### config.mk
export PLATFORM = sky130hd
export DESIGN_NAME = jcs_cfg
export DESIGN_NICKNAME = d
export VERILOG_FILES = /design/src/assert_macros.svh /design/src/jcs_pkg.sv /design/src/jcs_cfg.sv
export SDC_FILE = /design/constraint.sdc
export NUM_CORES = 1
export LEC_CHECK = 0
export BUFFER_PORTS_ARGS = -buffer_cell sky130_fd_sc_hd__buf_2
export CAP_MARGIN = 0
export CORE_MARGIN = 2
export CORE_UTILIZATION = 40
export CTS_BUF_LIST = sky130_fd_sc_hd__clkbuf_4 sky130_fd_sc_hd__clkbuf_8
export CTS_CLUSTER_SIZE = 24
export DETAILED_ROUTE_END_ITERATION = 8
export MAX_ROUTING_LAYER = met4
export PLACE_DENSITY = 0.58
export SYNTH_ARGS = -nofsm -noshare
export SYNTH_HDL_FRONTEND = slang
export SYNTH_SLANG_ARGS = --single-unit
### constraint.sdc
create_clock -name clk_i -period 1.5 [get_ports clk_i]
set_input_delay 0.225 -clock clk_i [delete_from_list [all_inputs] [get_ports clk_i]]
set_output_delay 0.225 -clock clk_i [all_outputs]
set_load 0.01 [all_outputs]
### src/assert_macros.svh
`ifndef ASSERT_MACROS_SVH
`define ASSERT_MACROS_SVH

// Same-cycle implication, checked on every rising edge outside reset.
`define JCS_ASSERT(lbl, pre, post, msg) \
  lbl: assert property (@(posedge clk_i) disable iff (!rst_ni) (pre) |-> (post)) else $error(msg);

// Next-cycle implication.
`define JCS_ASSERT_NEXT(lbl, pre, post, msg) \
  lbl: assert property (@(posedge clk_i) disable iff (!rst_ni) (pre) |=> (post)) else $error(msg);

`endif

### src/jcs_pkg.sv
`timescale 1ns / 1ps
`default_nettype none

package jcs_pkg;

  localparam int PT_W       = 10;
  localparam int VAL_W      = 32;
  localparam int RES_W      = 64;
  localparam int CFG_IDX_W  = 2;
  localparam int CFG_DATA_W = 11;

  localparam int NUM_NB   = 4;
  localparam int NUM_TAPS = 5;

  // Neighbor order inside the coefficient stages.
  localparam int NB_W = 0;
  localparam int NB_E = 1;
  localparam int NB_S = 2;
  localparam int NB_N = 3;

  // Tap order of weights and values: centre first, then the neighbors.
  localparam int TAP_C = 0;

  localparam int FACTOR_W   = 10;
  localparam int COEF_FRAC  = 24;
  localparam int TINY_NUM   = 110;
  localparam int TINY_SHIFT = 16;
  localparam int TINY_ROUND = 32768;
  localparam int RES_SHIFT  = 16;
  localparam int RES_ROUND  = 32768;

  typedef enum logic [CFG_IDX_W-1:0] {
    CFG_PATTERN = 2'd0,
    CFG_CELLS_X = 2'd1,
    CFG_CELLS_Y = 2'd2
  } cfg_index_e;

  localparam logic [1:0] PAT_QUADRANT = 2'd0;
  localparam logic [1:0] PAT_STRIP    = 2'd1;
  localparam logic [1:0] PAT_ONE      = 2'd2;

  typedef enum logic [2:0] {
    COND_ONE,
    COND_TWO,
    COND_TEN,
    COND_HUNDRED,
    COND_THOUSAND,
    COND_TINY
  } cond_e;

  typedef struct packed {
    logic [PT_W-1:0]         point_x;
    logic [PT_W-1:0]         point_y;
    logic signed [VAL_W-1:0] value_centre;
    logic signed [VAL_W-1:0] value_west;
    logic signed [VAL_W-1:0] value_east;
    logic signed [VAL_W-1:0] value_south;
    logic signed [VAL_W-1:0] value_north;
  } in_word_t;

  typedef struct packed {
    logic signed [RES_W-1:0] applied_value;
    logic signed [RES_W-1:0] weight_centre;
    logic signed [RES_W-1:0] weight_west;
    logic signed [RES_W-1:0] weight_east;
    logic signed [RES_W-1:0] weight_south;
    logic signed [RES_W-1:0] weight_north;
  } out_word_t;

  // Integer conductivity; the tiny strip value is handled apart.
  function automatic logic [FACTOR_W-1:0] cond_factor(cond_e c);
    logic [FACTOR_W-1:0] f;
    unique case (c)
      COND_ONE:      f = FACTOR_W'(1);
      COND_TWO:      f = FACTOR_W'(2);
      COND_TEN:      f = FACTOR_W'(10);
      COND_HUNDRED:  f = FACTOR_W'(100);
      COND_THOUSAND: f = FACTOR_W'(1000);
      COND_TINY:     f = FACTOR_W'(TINY_NUM);
      default:       f = FACTOR_W'(1);
    endcase
    return f;
  endfunction

endpackage

`default_nettype wire

### src/jcs_cfg.sv
`timescale 1ns / 1ps
`default_nettype none

module jcs_cfg #(
  parameter int MAX_GRID = 1024,
  localparam int N_W = $clog2(MAX_GRID + 1)
) (
  input  logic                            clk_i,
  input  logic                            rst_ni,
  input  logic                            cfg_valid_i,
  output logic                            cfg_ready_o,
  input  logic [jcs_pkg::CFG_IDX_W-1:0]   cfg_index_i,
  input  logic [jcs_pkg::CFG_DATA_W-1:0]  cfg_data_i,
  output logic [1:0]                      pattern_o,
  output logic [N_W-1:0]                  nx_o,
  output logic [N_W-1:0]                  ny_o,
  output logic [2*N_W-1:0]                nx2_o,
  output logic [2*N_W-1:0]                ny2_o
);
  import jcs_pkg::*;

  localparam int CLW       = (N_W > CFG_DATA_W) ? N_W : CFG_DATA_W;
  localparam int RST_CELLS = (MAX_GRID < 128) ? MAX_GRID : 128;
  localparam int RST_SQ    = RST_CELLS * RST_CELLS;

  logic [1:0]       pattern_q;
  logic [N_W-1:0]   nx_q, ny_q;
  logic [2*N_W-1:0] nx2_q, ny2_q;
  logic [CLW-1:0]   data_ext;
  logic [N_W-1:0]   cells_d;
  logic [2*N_W-1:0] cells_sq;

  assign cfg_ready_o = 1'b1;

  // Clamp the cell count and square it once at write time.
  always_comb begin
    data_ext = CLW'(cfg_data_i);
    if (data_ext > CLW'(MAX_GRID)) begin
      cells_d = N_W'(MAX_GRID);
    end else begin
      cells_d = N_W'(data_ext);
    end
    cells_sq = (2*N_W)'(cells_d) * (2*N_W)'(cells_d);
  end

  always_ff @(posedge clk_i or negedge rst_ni) begin
    if (!rst_ni) begin
      pattern_q <= PAT_ONE;
      nx_q      <= N_W'(RST_CELLS);
      ny_q      <= N_W'(RST_CELLS);
      nx2_q     <= (2*N_W)'(RST_SQ);
      ny2_q     <= (2*N_W)'(RST_SQ);
    end else if (cfg_valid_i) begin
      unique case (cfg_index_e'(cfg_index_i))
        CFG_PATTERN: pattern_q <= cfg_data_i[1:0];
        CFG_CELLS_X: begin
          nx_q  <= cells_d;
          nx2_q <= cells_sq;
        end
        CFG_CELLS_Y: begin
          ny_q  <= cells_d;
          ny2_q <= cells_sq;
        end
        default: ;
      endcase
    end
  end

  assign pattern_o = pattern_q;
  assign nx_o      = nx_q;
  assign ny_o      = ny_q;
  assign nx2_o     = nx2_q;
  assign ny2_o     = ny2_q;

endmodule

`default_nettype wire

# == Word level (Yosys, flattened, before mapping) ==
# Index checks and enable logic that the tools add are counted.
# op_classes
shift,0
bitwise,0
multipliers,1
n_reduce_logical,4
n_mux,1
add_sub_neg,0
n_lt_le_gt_ge,1
n_div,0
n_eq_ne,2
# op_table
cell,count
11-bit by 11-bit multiplier with 22-bit output,1
"11-bit greater-than comparator, second input constant",1
11-bit 2-to-1 mux,1
2-bit AND reduction,3
"2-bit by 1-bit equality test with 1-bit output, second input constant",1
"2-bit equality test, second input constant",1
2-bit logical NOT,1
# totals
latch_bits,0
reg_bits,68
out_inout_bits,69
mem_count,0
input_bits,16
ram_bits,0
rom_bits,0

# == Longest topological paths before layout ==
# logic_depth
word_depth,3
ltp_mapped,20

# == Least setup slack after synthesis ==
# OpenSTA, ideal clock, no wires.
# synth_timing
path_kind,input -> register
startpoint,input port cfg_data_i[5] (netlist bit)
endpoint,"register nx2_q[19], in the netlist nx2_o[19]"
arrival_ns,4.903
setup_slack_ns,-3.498
cell_stages,20
path_cell_list,nor2b_1 > buf_1 > nand2_1 > fa_1 > inv_1 > fa_1 > inv_1 > fa_1 > inv_1 > fa_1 > inv_1 > fa_1 > inv_1 > ha_1 > and3_1 > nand2_1 > nor3_2 > o2111ai_2 > and3_1 > o31ai_1
# synth_between
elab_chain_len,3
# synth_lines
element,line_no,source
"start, declared",jcs_cfg.sv:13,"input logic [jcs_pkg::CFG_DATA_W-1:0] cfg_data_i,"
11-bit greater-than comparator,jcs_cfg.sv:38,if (data_ext > CLW'(MAX_GRID)) begin
11-bit 2-to-1 mux (*),jcs_cfg.sv:38,
named net cells_d[5],jcs_cfg.sv:30,logic [N_W-1:0] cells_d;
11-bit by 11-bit multiplier with 22-bit output (*),jcs_cfg.sv:43,cells_sq = (2*N_W)'(cells_d) * (2*N_W)'(cells_d);
"end signal, assigned",jcs_cfg.sv:51,nx2_q <= (2*N_W)'(RST_SQ);
"end signal, assigned",jcs_cfg.sv:58,nx2_q <= cells_sq;
"end, declared",jcs_cfg.sv:28,"logic [2*N_W-1:0] nx2_q, ny2_q;"
# Mark *: on every way through the listed nets, which the timed path passes. The rest lies on a longest branch.
# A chain may end at the register's enable or synchronous reset.

# == Worst setup path after layout ==
# layout_timing
startpoint,input port cfg_data_i[10] (netlist bit)
endpoint,"register nx2_q[19], in the netlist nx2_o[19]"
# layout_between
elab_chain_len,3
# layout_lines
element,line_no
11-bit greater-than comparator,jcs_cfg.sv:38
11-bit 2-to-1 mux (*),jcs_cfg.sv:38
11-bit by 11-bit multiplier with 22-bit output (*),jcs_cfg.sv:43
# Every way passes the cells marked *; elsewhere a longest branch is shown, timed or not.

==> impl_results.md <==
- Via count: 4874
- Pre-CTS WS: -3.55 ns
- Seq/Total Area, Yosys: 28.1%
- CP Capture Type: flop
- Die height: 124 um
- NumNets Final: 958
- Synth warn: 0
- Violations in the final reports: setup timing
- Initial core utilization: 41.0%
- Crit path max fanout: 7
- Syn Inst Count: 620
- Layout area overhead: 43.8%
- CP Class: in -> reg
- IO Port Bufs: 81
- Drc violations: 0
- VDD IR max: 0.993 mV
- Post-synth top flop: dfrtp_1
- Number of I/O pins: 85
- Die Wd: 124 um
- Pwr dens: 1520 nW/um^2
- Tmin final: 4.41 ns
- # placed instances: 978
- Share of cells above drive strength 1: 40.9%
- Yosys cell types: 49
- Top post-synthesis cells by area: dfrtp_1 26%, fa_1 23%, ha_1 11%
- Max Cap Violations: 0
- Hold Fails Final Rpt: 0
- First-pass DRT Iterations: 4
- Core area: 13900 um^2
- Root buf cell: clkbuf_8
- Lkg Pwr: 4.29 nW
- Max stage delay on crit path: 0.52 ns
- CP delay by family, top: adder cells
- Worst-path clk slew: 0.09 ns
- Drt wl/cell: 15.0 um
- Setup TNS Final: -90.99 ns
- ANT nets after route: 0
- Status: complete, but fails checks
- Area leader, netlist: dfrtp_1
- RSZ-0062 raised after global routing: true
- Post-synth EDFFs: 0
- Fmax: 227 MHz
- Crit Reg-Reg Startpoint: nx2_o[14]
- Type of origin of the critical path: primary input
- Most frequent CP cell: fa_1
- Total Routing Usage GR: 22.1%
- Commonest cells in the netlist: 120 x inv_1, 106 x nand2_1, 65 x fa_1
- Die area: 15300 um^2
- Slew Limit Fails: 0
- First DRT Iteration DRCs: 169
- Most common cell in the netlist: inv_1
- Number of cells on the worst reg-to-reg path: 2
- CP cell instances: buf_12 > nor2b_4 > nand2_2 > fa_1 > inv_2 > fa_1 > inv_1 > fa_1 > inv_1 > fa_1 > inv_1 > fa_1 > inv_2 > ha_4 > a211o_1 > a21oi_4 > o21ai_2 > o2111ai_2 > and3_4 > o31ai_2
- Total gr overflow: 0
- WP buf/inv: 6
- Setup crit start: cfg_data_i[10]
- Critical Path End: nx2_o[19]
- Flop and latch count out of synthesis: 64
- H-tree levels: 3
- Finished Layout Cells: 1012
- Clk Latency, worst-skew pair: 0.36 ns
- Clock Path Buffers: 2
- Critical Path AT: 4.65 ns
- Setup Skew: 0 ns
- Rows: 43
- CTS tree: built
- Period utilization: 294%
- Drt total wl: 15200 um
- Initial antenna violation count: 0
- First-pass GRT wire length: 25000 um
- Area share of the largest cell type after synthesis: 25.8%
- RePlAce Congestion: 0.845
- # clock sinks: 64
- Hold Path Class: in -> async
- Ys async rst share: 100%
- Worst setup margin: -2.91 ns
- Vias/cell: 4.82
- TritonCTS Buffers: 9
- Mapped Area: 5720 um^2
- Largest net degree at the start of global routing: 58
- R2R setup slack: 0.76 ns
- Worst r2r dst: nx2_o[14]
- Setup violations, final: 36
- Number of global-route vias before repair: 5306
- Post-synthesis area per instance: 9.22 um^2
- HPWL after DPL: 12200 um
- Worst path required time: 1.74 ns
- CP Depth: 20
- Diodes inserted: 0
- Final-layout fill cell count: 1190
- CP max-delay cell: fa_1
## kinds of logic after synthesis
| group | Yosys count | synth area share (%) |
|---|---|---|
| AND/OR/NAND/NOR | 168 | 13.3 |
| buffers and inverters | 143 | 9.78 |
| adder cells (fa/ha/maj) | 115 | 33.7 |
| AO/OA/AOI/OAI | 105 | 11.3 |
| flip-flops | 64 | 28.1 |
| XOR/XNOR | 18 | 2.76 |
| multiplexers | 5 | 0.919 |
| other | 2 | 0.131 |
## cells in the final DEF (no fill, tap or decap), drive strengths merged, types with 2 or more instances in the layout
cell type,Yosys,routed
buf,10,201
inv,120,122
nand2,106,106
fa,65,65
dfrtp,59,59
o21ai,57,57
ha,50,50
conb,2,19
and2,19,19
a21oi,18,18
nor2,13,13
xnor2,13,13
clkbuf,13,9
a21o,8,8
nor2b,7,7
nand2b,6,6
o31ai,6,6
dfstp,5,5
and3,5,5
xor2,5,5
nand3,4,4
mux2i,3,3
o21a,3,3
clkinv,0,3
o2111ai,2,2
mux2,2,2
a221oi,2,2
## flip-flops by register name, indices dropped and copies added (netlist names)
register,flops
nx2_o,20
nx_o,11
ny2_o,20
ny_o,11
pattern_o,2
## where the power goes
| group | switching (W) | internal [W] | total, W |
|---|---|---|---|
| registers | 0.000291 | 0.00225 | 0.00254 |
| logic | 0.00424 | 0.00413 | 0.00838 |
| clock network | 0.000820 | 0.000782 | 0.00160 |
## metrics by stage
stage                     area [um^2]  total power, W  hold WS (ns)  util, %
after CTS                        8040          0.0121         0.266     57.7
final                            8220          0.0125         0.277     59.0
after floorplan                  6110         0.00707       -0.0706        -
after global routing             8220          0.0136         0.273     59.0
after global placement           7430         0.00950         0.144     53.3
after detailed placement         7430         0.00966         0.149     53.3
## final cells by class
cell class / instances / area [um^2] / area share, %
sequential: 64 / 1610 / 19.5
clock inverter: 7 / 77.6 / 0.943
multi-input combinational: 430 / 4260 / 51.8
tap: 180 / 225 / 2.74
timing repair buffer: 202 / 1480 / 18.0
inverter: 120 / 450 / 5.48
clock buffer: 9 / 124 / 1.51
## routing by layer
layer	wire, um	share of wire (%)	vias up	GRT usage (%)
met5	0	0	-	-
met3	350	2.3	24	3.30
li1	-	-	2333	-
met1	6190	41	2456	25.1
met4	357	2.4	0	7.03
met2	8280	55	61	40.0
## worst reg2reg max path: stages (launching register included)
cell	delay [ns]
dfstp_2	0.54
nand2_1	0.05
o21ai_1	0.09
## worst min-delay path by stage
stage	slack (ns)	cells after the start	from	to
after detailed placement	0.15	1	rst_ni	ny2_o[8]
final	0.28	2	rst_ni	nx2_o[5]
after floorplan	-0.07	0	rst_ni	nx2_o[10]
after global routing	0.27	4	cfg_data_i[10]	nx_o[10]
after global placement	0.14	1	rst_ni	ny2_o[8]
after CTS	0.27	2	rst_ni	nx2_o[5]
## timing repair
action,4_1_cts,5_1_grt
pin swaps,49,27
resized for setup,75,36
endpoints found under the hold margin,11,0
buffers inserted,13,6
hold buffers,1,0
setup endpoints to repair,38,36
(Power assumes the default switching activity.)
