**src/assert_macros.svh**
```systemverilog
`ifndef ASSERT_MACROS_SVH
`define ASSERT_MACROS_SVH

// Same-cycle implication, checked on every rising edge outside reset.
`define JCS_ASSERT(lbl, pre, post, msg) \
  lbl: assert property (@(posedge clk_i) disable iff (!rst_ni) (pre) |-> (post)) else $error(msg);

// Next-cycle implication.
`define JCS_ASSERT_NEXT(lbl, pre, post, msg) \
  lbl: assert property (@(posedge clk_i) disable iff (!rst_ni) (pre) |=> (post)) else $error(msg);

`endif

```
**src/jcs_pkg.sv**
```systemverilog
`timescale 1ns / 1ps
`default_nettype none

package jcs_pkg;

  localparam int PT_W       = 10;
  localparam int VAL_W      = 32;
  localparam int RES_W      = 64;
  localparam int CFG_IDX_W  = 2;
  localparam int CFG_DATA_W = 11;

  localparam int NUM_NB   = 4;
  localparam int NUM_TAPS = 5;

  // Neighbor order inside the coefficient stages.
  localparam int NB_W = 0;
  localparam int NB_E = 1;
  localparam int NB_S = 2;
  localparam int NB_N = 3;

  // Tap order of weights and values: centre first, then the neighbors.
  localparam int TAP_C = 0;

  localparam int FACTOR_W   = 10;
  localparam int COEF_FRAC  = 24;
  localparam int TINY_NUM   = 110;
  localparam int TINY_SHIFT = 16;
  localparam int TINY_ROUND = 32768;
  localparam int RES_SHIFT  = 16;
  localparam int RES_ROUND  = 32768;

  typedef enum logic [CFG_IDX_W-1:0] {
    CFG_PATTERN = 2'd0,
    CFG_CELLS_X = 2'd1,
    CFG_CELLS_Y = 2'd2
  } cfg_index_e;

  localparam logic [1:0] PAT_QUADRANT = 2'd0;
  localparam logic [1:0] PAT_STRIP    = 2'd1;
  localparam logic [1:0] PAT_ONE      = 2'd2;

  typedef enum logic [2:0] {
    COND_ONE,
    COND_TWO,
    COND_TEN,
    COND_HUNDRED,
    COND_THOUSAND,
    COND_TINY
  } cond_e;

  typedef struct packed {
    logic [PT_W-1:0]         point_x;
    logic [PT_W-1:0]         point_y;
    logic signed [VAL_W-1:0] value_centre;
    logic signed [VAL_W-1:0] value_west;
    logic signed [VAL_W-1:0] value_east;
    logic signed [VAL_W-1:0] value_south;
    logic signed [VAL_W-1:0] value_north;
  } in_word_t;

  typedef struct packed {
    logic signed [RES_W-1:0] applied_value;
    logic signed [RES_W-1:0] weight_centre;
    logic signed [RES_W-1:0] weight_west;
    logic signed [RES_W-1:0] weight_east;
    logic signed [RES_W-1:0] weight_south;
    logic signed [RES_W-1:0] weight_north;
  } out_word_t;

  // Integer conductivity; the tiny strip value is handled apart.
  function automatic logic [FACTOR_W-1:0] cond_factor(cond_e c);
    logic [FACTOR_W-1:0] f;
    unique case (c)
      COND_ONE:      f = FACTOR_W'(1);
      COND_TWO:      f = FACTOR_W'(2);
      COND_TEN:      f = FACTOR_W'(10);
      COND_HUNDRED:  f = FACTOR_W'(100);
      COND_THOUSAND: f = FACTOR_W'(1000);
      COND_TINY:     f = FACTOR_W'(TINY_NUM);
      default:       f = FACTOR_W'(1);
    endcase
    return f;
  endfunction

endpackage

`default_nettype wire

```
**src/jcs_coef.sv**
```systemverilog
`timescale 1ns / 1ps
`default_nettype none
`include "assert_macros.svh"

module jcs_coef #(
  parameter int MAX_GRID = 1024,
  localparam int N_W   = $clog2(MAX_GRID + 1),
  localparam int MAG_W = 2*N_W + jcs_pkg::FACTOR_W + jcs_pkg::COEF_FRAC,
  localparam int MC_W  = MAG_W + 2
) (
  input  logic                                          clk_i,
  input  logic                                          rst_ni,
  input  logic                                          in_valid_i,
  output logic                                          in_ready_o,
  input  jcs_pkg::in_word_t                             in_data_i,
  input  logic [1:0]                                    pattern_i,
  input  logic [N_W-1:0]                                nx_i,
  input  logic [N_W-1:0]                                ny_i,
  input  logic [2*N_W-1:0]                              nx2_i,
  input  logic [2*N_W-1:0]                              ny2_i,
  output logic                                          out_valid_o,
  input  logic                                          out_ready_i,
  output logic [jcs_pkg::NUM_TAPS-1:0][MC_W-1:0]        wt_o,
  output logic [jcs_pkg::NUM_TAPS-1:0][jcs_pkg::VAL_W:0] sval_o
);
  import jcs_pkg::*;

  localparam int CW = (N_W + 5 > 19) ? N_W + 5 : 19;
  localparam int PW = 2*N_W + FACTOR_W;

  function automatic cond_e cond_at(logic [1:0] pat, logic signed [CW-1:0] x,
                                    logic signed [CW-1:0] y, logic signed [CW-1:0] nx,
                                    logic signed [CW-1:0] ny);
    logic  xlow;
    logic  ylow;
    cond_e c;
    xlow = (x < nx);
    ylow = (y < ny);
    case (pat)
      PAT_QUADRANT: begin
        if (xlow) begin
          c = ylow ? COND_ONE : COND_TEN;
        end else begin
          c = ylow ? COND_THOUSAND : COND_HUNDRED;
        end
      end
      PAT_STRIP: begin
        if (((x <<< 5) < (nx * CW'(5))) || ((x <<< 6) > (nx * CW'(11)))) begin
          c = COND_TWO;
        end else begin
          c = COND_TINY;
        end
      end
      default: c = COND_ONE;
    endcase
    return c;
  endfunction

  logic v1_q, v2_q, v3_q;
  logic adv1, adv2, adv3;

  cond_e                            cond1_q [NUM_NB];
  cond_e                            cond1_d [NUM_NB];
  logic [NUM_TAPS-1:0][VAL_W-1:0]   val1_q, val2_q;
  logic [NUM_NB-1:0][MAG_W-1:0]     mag2_q, mag2_d;
  logic [NUM_TAPS-1:0][MC_W-1:0]    wt3_q, wt3_d;
  logic [NUM_TAPS-1:0][VAL_W:0]     sval3_q, sval3_d;

  logic signed [CW-1:0] xc, yc, nxs, nys;
  logic [2*N_W-1:0]     sq;
  logic [FACTOR_W-1:0]  fac;
  logic [PW-1:0]        prod;
  logic [PW:0]          rnd;
  logic [VAL_W:0]       vext;

  assign adv3       = !v3_q || out_ready_i;
  assign adv2       = !v2_q || adv3;
  assign adv1       = !v1_q || adv2;
  assign in_ready_o = adv1;

  // Stage 1: region of each half-cell midpoint.
  always_comb begin
    xc  = $signed(CW'({in_data_i.point_x, 1'b0}));
    yc  = $signed(CW'({in_data_i.point_y, 1'b0}));
    nxs = $signed(CW'(nx_i));
    nys = $signed(CW'(ny_i));
    cond1_d[NB_W] = cond_at(pattern_i, xc - CW'(1), yc, nxs, nys);
    cond1_d[NB_E] = cond_at(pattern_i, xc + CW'(1), yc, nxs, nys);
    cond1_d[NB_S] = cond_at(pattern_i, xc, yc - CW'(1), nxs, nys);
    cond1_d[NB_N] = cond_at(pattern_i, xc, yc + CW'(1), nxs, nys);
  end

  // Stage 2: weight magnitudes in Q.24; the tiny value rounds half up.
  always_comb begin
    for (int k = 0; k < NUM_NB; k++) begin
      sq   = (k == NB_W || k == NB_E) ? nx2_i : ny2_i;
      fac  = cond_factor(cond1_q[k]);
      prod = PW'(sq) * PW'(fac);
      rnd  = {1'b0, prod} + (PW+1)'(TINY_ROUND);
      if (cond1_q[k] == COND_TINY) begin
        mag2_d[k] = MAG_W'(rnd >> TINY_SHIFT);
      end else begin
        mag2_d[k] = MAG_W'(prod) << COEF_FRAC;
      end
    end
  end

  // Stage 3: centre weight and signed tap values (neighbors negated).
  always_comb begin
    wt3_d[TAP_C] = MC_W'(mag2_q[NB_W]) + MC_W'(mag2_q[NB_E])
                 + MC_W'(mag2_q[NB_S]) + MC_W'(mag2_q[NB_N]);
    for (int k = 0; k < NUM_NB; k++) begin
      wt3_d[k+1] = MC_W'(mag2_q[k]);
    end
    for (int t = 0; t < NUM_TAPS; t++) begin
      vext = {val2_q[t][VAL_W-1], val2_q[t]};
      sval3_d[t] = (t == TAP_C) ? vext : -vext;
    end
  end

  always_ff @(posedge clk_i or negedge rst_ni) begin
    if (!rst_ni) begin
      v1_q <= 1'b0;
      v2_q <= 1'b0;
      v3_q <= 1'b0;
    end else begin
      if (adv1) v1_q <= in_valid_i;
      if (adv2) v2_q <= v1_q;
      if (adv3) v3_q <= v2_q;
    end
  end

  always_ff @(posedge clk_i) begin
    if (adv1) begin
      cond1_q <= cond1_d;
      val1_q  <= {in_data_i.value_north, in_data_i.value_south, in_data_i.value_east,
                  in_data_i.value_west, in_data_i.value_centre};
    end
    if (adv2) begin
      mag2_q <= mag2_d;
      val2_q <= val1_q;
    end
    if (adv3) begin
      wt3_q   <= wt3_d;
      sval3_q <= sval3_d;
    end
  end

  assign out_valid_o = v3_q;
  assign wt_o        = wt3_q;
  assign sval_o      = sval3_q;

  `JCS_ASSERT_NEXT(a_stage1_hold, v1_q && !adv1, v1_q && $stable(val1_q), "stage 1 word lost under stall")
  `JCS_ASSERT(a_flat_weights, v3_q && (pattern_i == PAT_ONE), (wt3_q[1] == wt3_q[2]) && (wt3_q[3] == wt3_q[4]), "constant pattern gave unequal weights")

endmodule

`default_nettype wire

```
**config.mk**
```make
export PLATFORM = sky130hd
export DESIGN_NAME = jcs_coef
export DESIGN_NICKNAME = d
export VERILOG_FILES = /design/src/jcs_pkg.sv /design/src/jcs_coef.sv
export VERILOG_INCLUDE_DIRS = /design/src /design/src/src
export SDC_FILE = /design/constraint.sdc
export NUM_CORES = 2
export LEC_CHECK = 0
export BUFFER_PORTS_ARGS = -buffer_cell sky130_fd_sc_hd__buf_4
export CAP_MARGIN = 20
export CORE_ASPECT_RATIO = 2
export CORE_MARGIN = 5
export CORE_UTILIZATION = 40
export DETAILED_ROUTE_END_ITERATION = 10
export SLEW_MARGIN = 0
export SYNTH_ARGS = -nofsm -noshare
export SYNTH_HDL_FRONTEND = slang
export SYNTH_SLANG_ARGS = --single-unit
```
**constraint.sdc**
```tcl
create_clock -name clk_i -period 10.81 [get_ports clk_i]
set_clock_uncertainty 0.2 [all_clocks]
set_input_delay 1.081 -clock clk_i [delete_from_list [all_inputs] [get_ports clk_i]]
set_output_delay 1.081 -clock clk_i [all_outputs]
set_load 0.03 [all_outputs]
```
=== Word level (Yosys, flattened, before mapping) ===
Cells that the tools add are included.

* Add/sub/neg operators: 15
* Mux-type cells: 21
* Reductions and logical operators: 10
* Multiply operators: 6
* $lt $le $gt $ge: 12
* Eq/ne operators: 21

{| class="wikitable"
|+ Operator list
! operator !! number
|-
| 10-bit one-hot mux with 5 select lines || 4
|-
| 32-bit by 16-bit adder with 33-bit output (second input constant) || 4
|-
| 33-bit negation || 4
|-
| 22-bit by 10-bit multiplier with 32-bit output || 4
|-
| 57-bit by 56-bit adder with 58-bit output || 1
|-
| 58-bit by 56-bit adder with 58-bit output || 1
|-
| 56-bit by 56-bit adder with 57-bit output || 1
|-
| 3-bit 2-to-1 mux || 10
|-
| 11-bit by 1-bit adder with 12-bit output (second input constant) || 2
|-
| 3-bit by 2-bit == test with 1-bit output (second input constant) || 8
|-
| 3-bit == test (second input constant) || 8
|-
| 12-bit by 11-bit less-than comparator with 1-bit output || 2
|-
| 12-bit less-than comparator || 2
|-
| 3-bit one-hot mux with 2 select lines || 4
|-
| 11-bit by 1-bit subtractor with 12-bit output (second input constant) || 2
|-
| 11-bit less-than comparator || 2
|-
| 19-bit greater-than comparator || 1
|-
| 18-bit by 19-bit less-than comparator with 1-bit output || 1
|-
| 18-bit by 16-bit greater-than comparator with 1-bit output || 1
|-
| 17-bit by 15-bit greater-than comparator with 1-bit output || 1
|-
| 17-bit by 15-bit less-than comparator with 1-bit output || 1
|-
| 16-bit by 14-bit less-than comparator with 1-bit output || 1
|-
| 11-bit by 4-bit multiplier with 15-bit output (second input constant) || 1
|-
| 11-bit by 3-bit multiplier with 14-bit output (second input constant) || 1
|-
| 6 further kinds || 18
|}

* Word-level logic and storage cells: 124
* Bits in registers: 1,005

=== Longest topological paths before layout ===
* Word-level depth: 5
* Gate-level depth with buffers: 32
* Gate-level depth less buffers: 29

=== Worst setup path before layout ===
No wires, ideal clock.

* Path type: input-to-reg
* Start: in out_ready_i
* End: reg mag2_q[0] (netlist bit) (enable)
* Cell stages on the path: 1
* Setup slack: -1,723 ps
* Arrival time: 8,862 ps
* Buffers on the path: 0
* Data required time: 7,139 ps
* Cell sequence: nand3b_1

* Longest elaborated chain between the ends: 2

{| class="wikitable"
|+ RTL lines
! element !! line !! RTL
|-
| from (decl) || jcs_coef.sv:22 || <nowiki>input logic out_ready_i,</nowiki>
|-
| 1-bit logical OR || jcs_coef.sv:76 || <nowiki>assign adv3 = !v3_q || out_ready_i;</nowiki>
|-
| 1-bit logical OR || jcs_coef.sv:77 || <nowiki>assign adv2 = !v2_q || adv3;</nowiki>
|-
| to (signal assigned) || jcs_coef.sv:140 || <nowiki>mag2_q <= mag2_d;</nowiki>
|-
| to (decl) || jcs_coef.sv:65 || <nowiki>logic [NUM_NB-1:0][MAG_W-1:0] mag2_q, mag2_d;</nowiki>
|}

No other way between the ends.
A chain may end at the register's enable or synchronous reset.

=== Final worst setup path ===
* Start: reg cond1_q[10] (netlist bit)
* End: reg mag2_q[13] (netlist bit) (data pin)

* Longest elaborated chain between the ends: 4
* Elaborated cells between the ends (all ways): 8
* Those cells by class: add/sub (1); mul (1); eq/ne (5); mux (1)

{| class="wikitable"
|+ RTL lines
! element !! line !! RTL
|-
| from (decl) || jcs_coef.sv:62 || <nowiki>cond_e cond1_q [NUM_NB];</nowiki>
|-
| from (signal assigned) || jcs_coef.sv:135 || <nowiki>cond1_q <= cond1_d;</nowiki>
|-
| 3-bit == test, or another cell as far along || jcs_pkg.sv:73, jcs_coef.sv:100 ||
|-
| 10-bit one-hot mux with 5 select lines || jcs_pkg.sv:73 || <nowiki>unique case (c)</nowiki>
|-
| 22-bit by 10-bit multiplier with 32-bit output || jcs_coef.sv:98 || <nowiki>prod = PW'(sq) * PW'(fac);</nowiki>
|-
| 32-bit by 16-bit adder with 33-bit output || jcs_coef.sv:99 || <nowiki>rnd = {1'b0, prod} + (PW+1)'(TINY_ROUND);</nowiki>
|}

Several ways; a longest one is shown, not always the timed one.

==> results by group <==
Clock network
  – Clk root buf: clkbuf_16
  – Clock latency on the worst-skew pair: 740 ps
  – Clock-pin slew on the worst setup and hold paths: 70 ps
  – CTS tree: built
  – Number of H-tree levels: 3
  – Clk sink count: 943
  – CTS max path bufs: 3
  – CTS Buf Count: 89

Route
  – Drt drc: 0
  – Antenna Nets Post-Route: 0
  – Met2 Routed Length: 117.1 mm
  – Post-Route WL: 222.9 mm
  – Via count: 45317
  – Avg Vias per Cell: 5.307
  – WL met1: 75.37 mm
  – Drt wl/cell: 26.11 um
  – Met3 WL: 12.57 mm
  – Top Layer Used: met5
  – 1st-pass router iterations: 5
  – Starting DRT DRC Count: 2955

Setup path
  – Setup crit start kind: flop
  – Worst-path fanout max: 15
  – Reg2reg start: cond1_q[10]
  – R2R cell count: 27
  – Worst EP arrival: 9370 ps
  – Worst path required time: 11120 ps
  – Crit Path Class: reg2reg
  – FF-to-FF setup slack: 1750 ps
  – Critical path startpoint: cond1_q[10]
  – Setup crit end kind: flop
  – RR Endpoint: mag2_q[13]

Global routing
  – Grt total ovfl: 0
  – First-pass GRT wire length: 322.0 mm
  – Largest net degree at the start of global routing: 142
  – Total track usage: 0.2488
  – Initial antenna violation count: 19
  – Vias in the first global route: 48289

Power and ir drop
  – Clock power frac: 0.151
  – Sw frac: 0.4732
  – PwrDens: 294.0 nW/um^2
  – Sequential share of power: 0.274
  – Peak supply drop: 0.3680 mV
  – Combinational Power Share: 0.575
  – P_int: 12.01 mW
  – Power Total: 22.79 mW
  – NetSw: 10.78 mW
  – Leakage power: 34.90 nW

Yosys
  – Yosys top cell by area: edfxtp_1
  – Async SR Flop Fraction: 0.003181
  – Yosys top cell area share: 0.4217
  – Yosys cell types: 94
  – Syn. warnings: 0
  – Register area share after synthesis: 0.4228
  – Synthesized area per cell: 11.80 um^2
  – #FFs+latches synth: 943
  – Post-Syn Area: 66940 um^2
  – EDFF count, synth: 940
  – Top cells by area, synth: edfxtp_1 42%, fa_1 19%, ha_1 10%
  – Mapped Cells: 5672
  – Dominant synthesized flop cell: edfxtp_1

Timing
  – Max Clock Freq: 0.1104 GHz
  – Unrepaired setup endpoints after global routing: false
  – Final Max Tran Viols: 0
  – Hold Fails Final Rpt: 0
  – Final setup fails: 0
  – Final worst slack: 1752 ps
  – Final period util: 0.8379
  – Relative slew margins: 0.2036
  – Setup total negative slack: 0 ps
  – Worst-margin pin slew: 1195 ps
  – Fin crit period: 9058 ps

Worst hold path
  – Hold Path Stages: 0
  – Worst min-delay path startpoint: sval3_d[28]
  – Worst min-delay path class: reg2reg
  – Hold EP: sval_o[28]

Job
  – Max-cap violations: 0

Cells and area
  – Fill cells: 15336
  – Post-Layout Inst Area: 77530 um^2
  – Share of cells above drive strength 1: 0.1447
  – Nets: 7742
  – Final design utilization: 0.4654
  – FF/Latch Area: 28300 um^2
  – Multi-input gate area: 35080 um^2
  – P&R area growth vs syn: 15.81%

Floorplan
  – Core area: 166600 um^2
  – Initial core utilization: 0.4019
  – DIE AREA: 176100 um^2
  – FP Rows: 212
  – I/O Pins: 709
  – Die Span Y: 588.5 um
  – Die X: 299.3 um

Status
  – Status: finished clean

Placed design
  – Setup slack at placement: 1836 ps
  – Post-DP Area: 74310 um^2
  – HPWL Detailed: 183.7 mm
  – Port-buffer cells: 667
  – GPL Wtd Cong: 0.9650
==> how the worst max path moves through the flow <==
| stage | to | slack (ps) |
|---|---|---|
| floorplan | mag2_q[0] | -1720 |
| global placement | mag2_q[13] | 1980 |
| detailed placement | mag2_q[13] | 1840 |
| CTS | mag2_q[13] | 1790 |
| global route | mag2_q[13] | 1090 |
| finish | mag2_q[13] | 1750 |
==> power by group through the flow <==
stage,combinational [mW],clock (mW),sequential [mW]
6_report,13.1,3.44,6.25
5_1_grt,14.3,3.67,6.29
4_1_cts,13.2,3.55,6.27
3_5_place_dp,13.1,0,6.32
3_3_place_gp,13.0,0,6.33
2_1_floorplan,7.83,0,6.61
==> state kept, by name, summed over array words and instances, names as in the netlist <==
name         cells
out_valid_o      1
wt_o           249
cond1_q         11
val1_q         160
v1_q             1
mag2_q         196
sval3_d         32
sval_o         164
v2_q             1
val2_q         128
==> kinds of logic (layout without fill, tap and decap cells) <==
kind of cell,count (synthesis),after routing,synth area share
AO/OA/AOI/OAI,689,689,0.06830
XOR/XNOR,329,329,0.04316
adder cells (fa/ha/maj),1176,1176,0.2910
buffers and inverters,966,1648,0.05660
flip-flops,943,943,0.4228
multiplexers,10,10,0.001514
other,1,46,0.00005602
AND/OR/NAND/NOR,1558,1558,0.1166
==> worst max-delay path: stages, from the launching register on <==
cell       delay [ps]
edfxtp_1          550
inv_1             220
ha_1              390
nor2_1            220
a22oi_1           140
o22ai_1           560
buf_4             350
nand2_1           110
fa_1              550
inv_1              50
fa_1              530
fa_1              450
fa_1              550
inv_1              60
fa_1              530
inv_1              40
ha_1              360
nand2_1            70
a21oi_1           180
o2111ai_1         220
a21oi_1           440
xor2_1            320
ha_1              250
nor4b_2           310
nand4_1           330
or2_2             400
or3_1             370
a21oi_1           140
==> metal layers <==
layer,vias to the layer above,track usage
met5,-,0
met4,6,0.1589
met3,418,0.04095
met2,1610,0.4606
met1,22842,0.2594
li1,20441,-
==> Yosys cell counts (19+ instances only) <==
cell type  number
edfxtp_1      940
inv_1         774
fa_1          636
ha_1          536
nand2_1       486
nor2_1        309
xnor2_1       218
a21oi_1       190
and2_1        154
clkbuf_1      145
nor2b_1       130
o21ai_0       110
xor2_1        110
a21o_1        105
nor3_1        102
nand3_1        69
o21a_1         49
and3_1         48
buf_4          43
or3_1          42
nor4_1         40
nand2b_1       37
o21bai_1       31
a211oi_1       29
a31oi_1        28
nand4_1        27
or4_1          21
or2_2          19
==> placed cells by master (no fill, tap or decap), types with 11 or more instances in the layout <==
| master | Yosys | final |
|---|---|---|
| a211oi_1 | 29 | 29 |
| a21o_1 | 105 | 105 |
| a21oi_1 | 190 | 190 |
| a31oi_1 | 28 | 26 |
| and2_1 | 154 | 154 |
| and3_1 | 48 | 48 |
| and4_1 | 11 | 11 |
| buf_4 | 43 | 702 |
| bufinv_16 | 0 | 14 |
| clkbuf_16 | 0 | 89 |
| clkinv_1 | 0 | 11 |
| clkinv_2 | 0 | 13 |
| conb_1 | 1 | 41 |
| edfxtp_1 | 940 | 940 |
| fa_1 | 636 | 636 |
| ha_1 | 536 | 536 |
| inv_1 | 774 | 774 |
| nand2_1 | 486 | 486 |
| nand2b_1 | 37 | 36 |
| nand3_1 | 69 | 69 |
| nand3b_1 | 16 | 16 |
| nand4_1 | 27 | 27 |
| nor2_1 | 309 | 308 |
| nor2b_1 | 130 | 130 |
| nor3_1 | 102 | 97 |
| nor3b_1 | 13 | 12 |
| nor4_1 | 40 | 40 |
| o211ai_1 | 16 | 16 |
| o21a_1 | 49 | 49 |
| o21ai_0 | 110 | 108 |
| o21bai_1 | 31 | 31 |
| o31ai_1 | 14 | 13 |
| or2_2 | 19 | 19 |
| or3_1 | 42 | 42 |
| or4_1 | 21 | 21 |
| xnor2_1 | 218 | 218 |
| xor2_1 | 110 | 110 |
==> through the flow <==
step / hold WS (ps) / cells
after CTS: 121.8 / 8534
after floorplan: 200.3 / 5712
after global placement: 200.4 / 8365
final: 143.3 / 8539
after detailed placement: 204.5 / 8366
after global routing: 132.1 / 8536
==> timing repair <==
item	in CTS	in global routing
resized for setup	0	0
endpoints found under the setup margin	0	0
buffers inserted	0	0
hold endpoints to repair	3	0
hold buffers	1	0
==> layout make-up <==
class / count / share of cell area
clock inverters: 69 / 0.01202
well taps: 2140 / 0.03454
repair buffers: 707 / 0.06914
multi-input cells: 3803 / 0.4524
clock buffers: 98 / 0.02916
flip-flops and latches: 943 / 0.3651
diodes: 5 / 0.0001614
inverters: 774 / 0.03747
(Power assumes the default switching activity.)
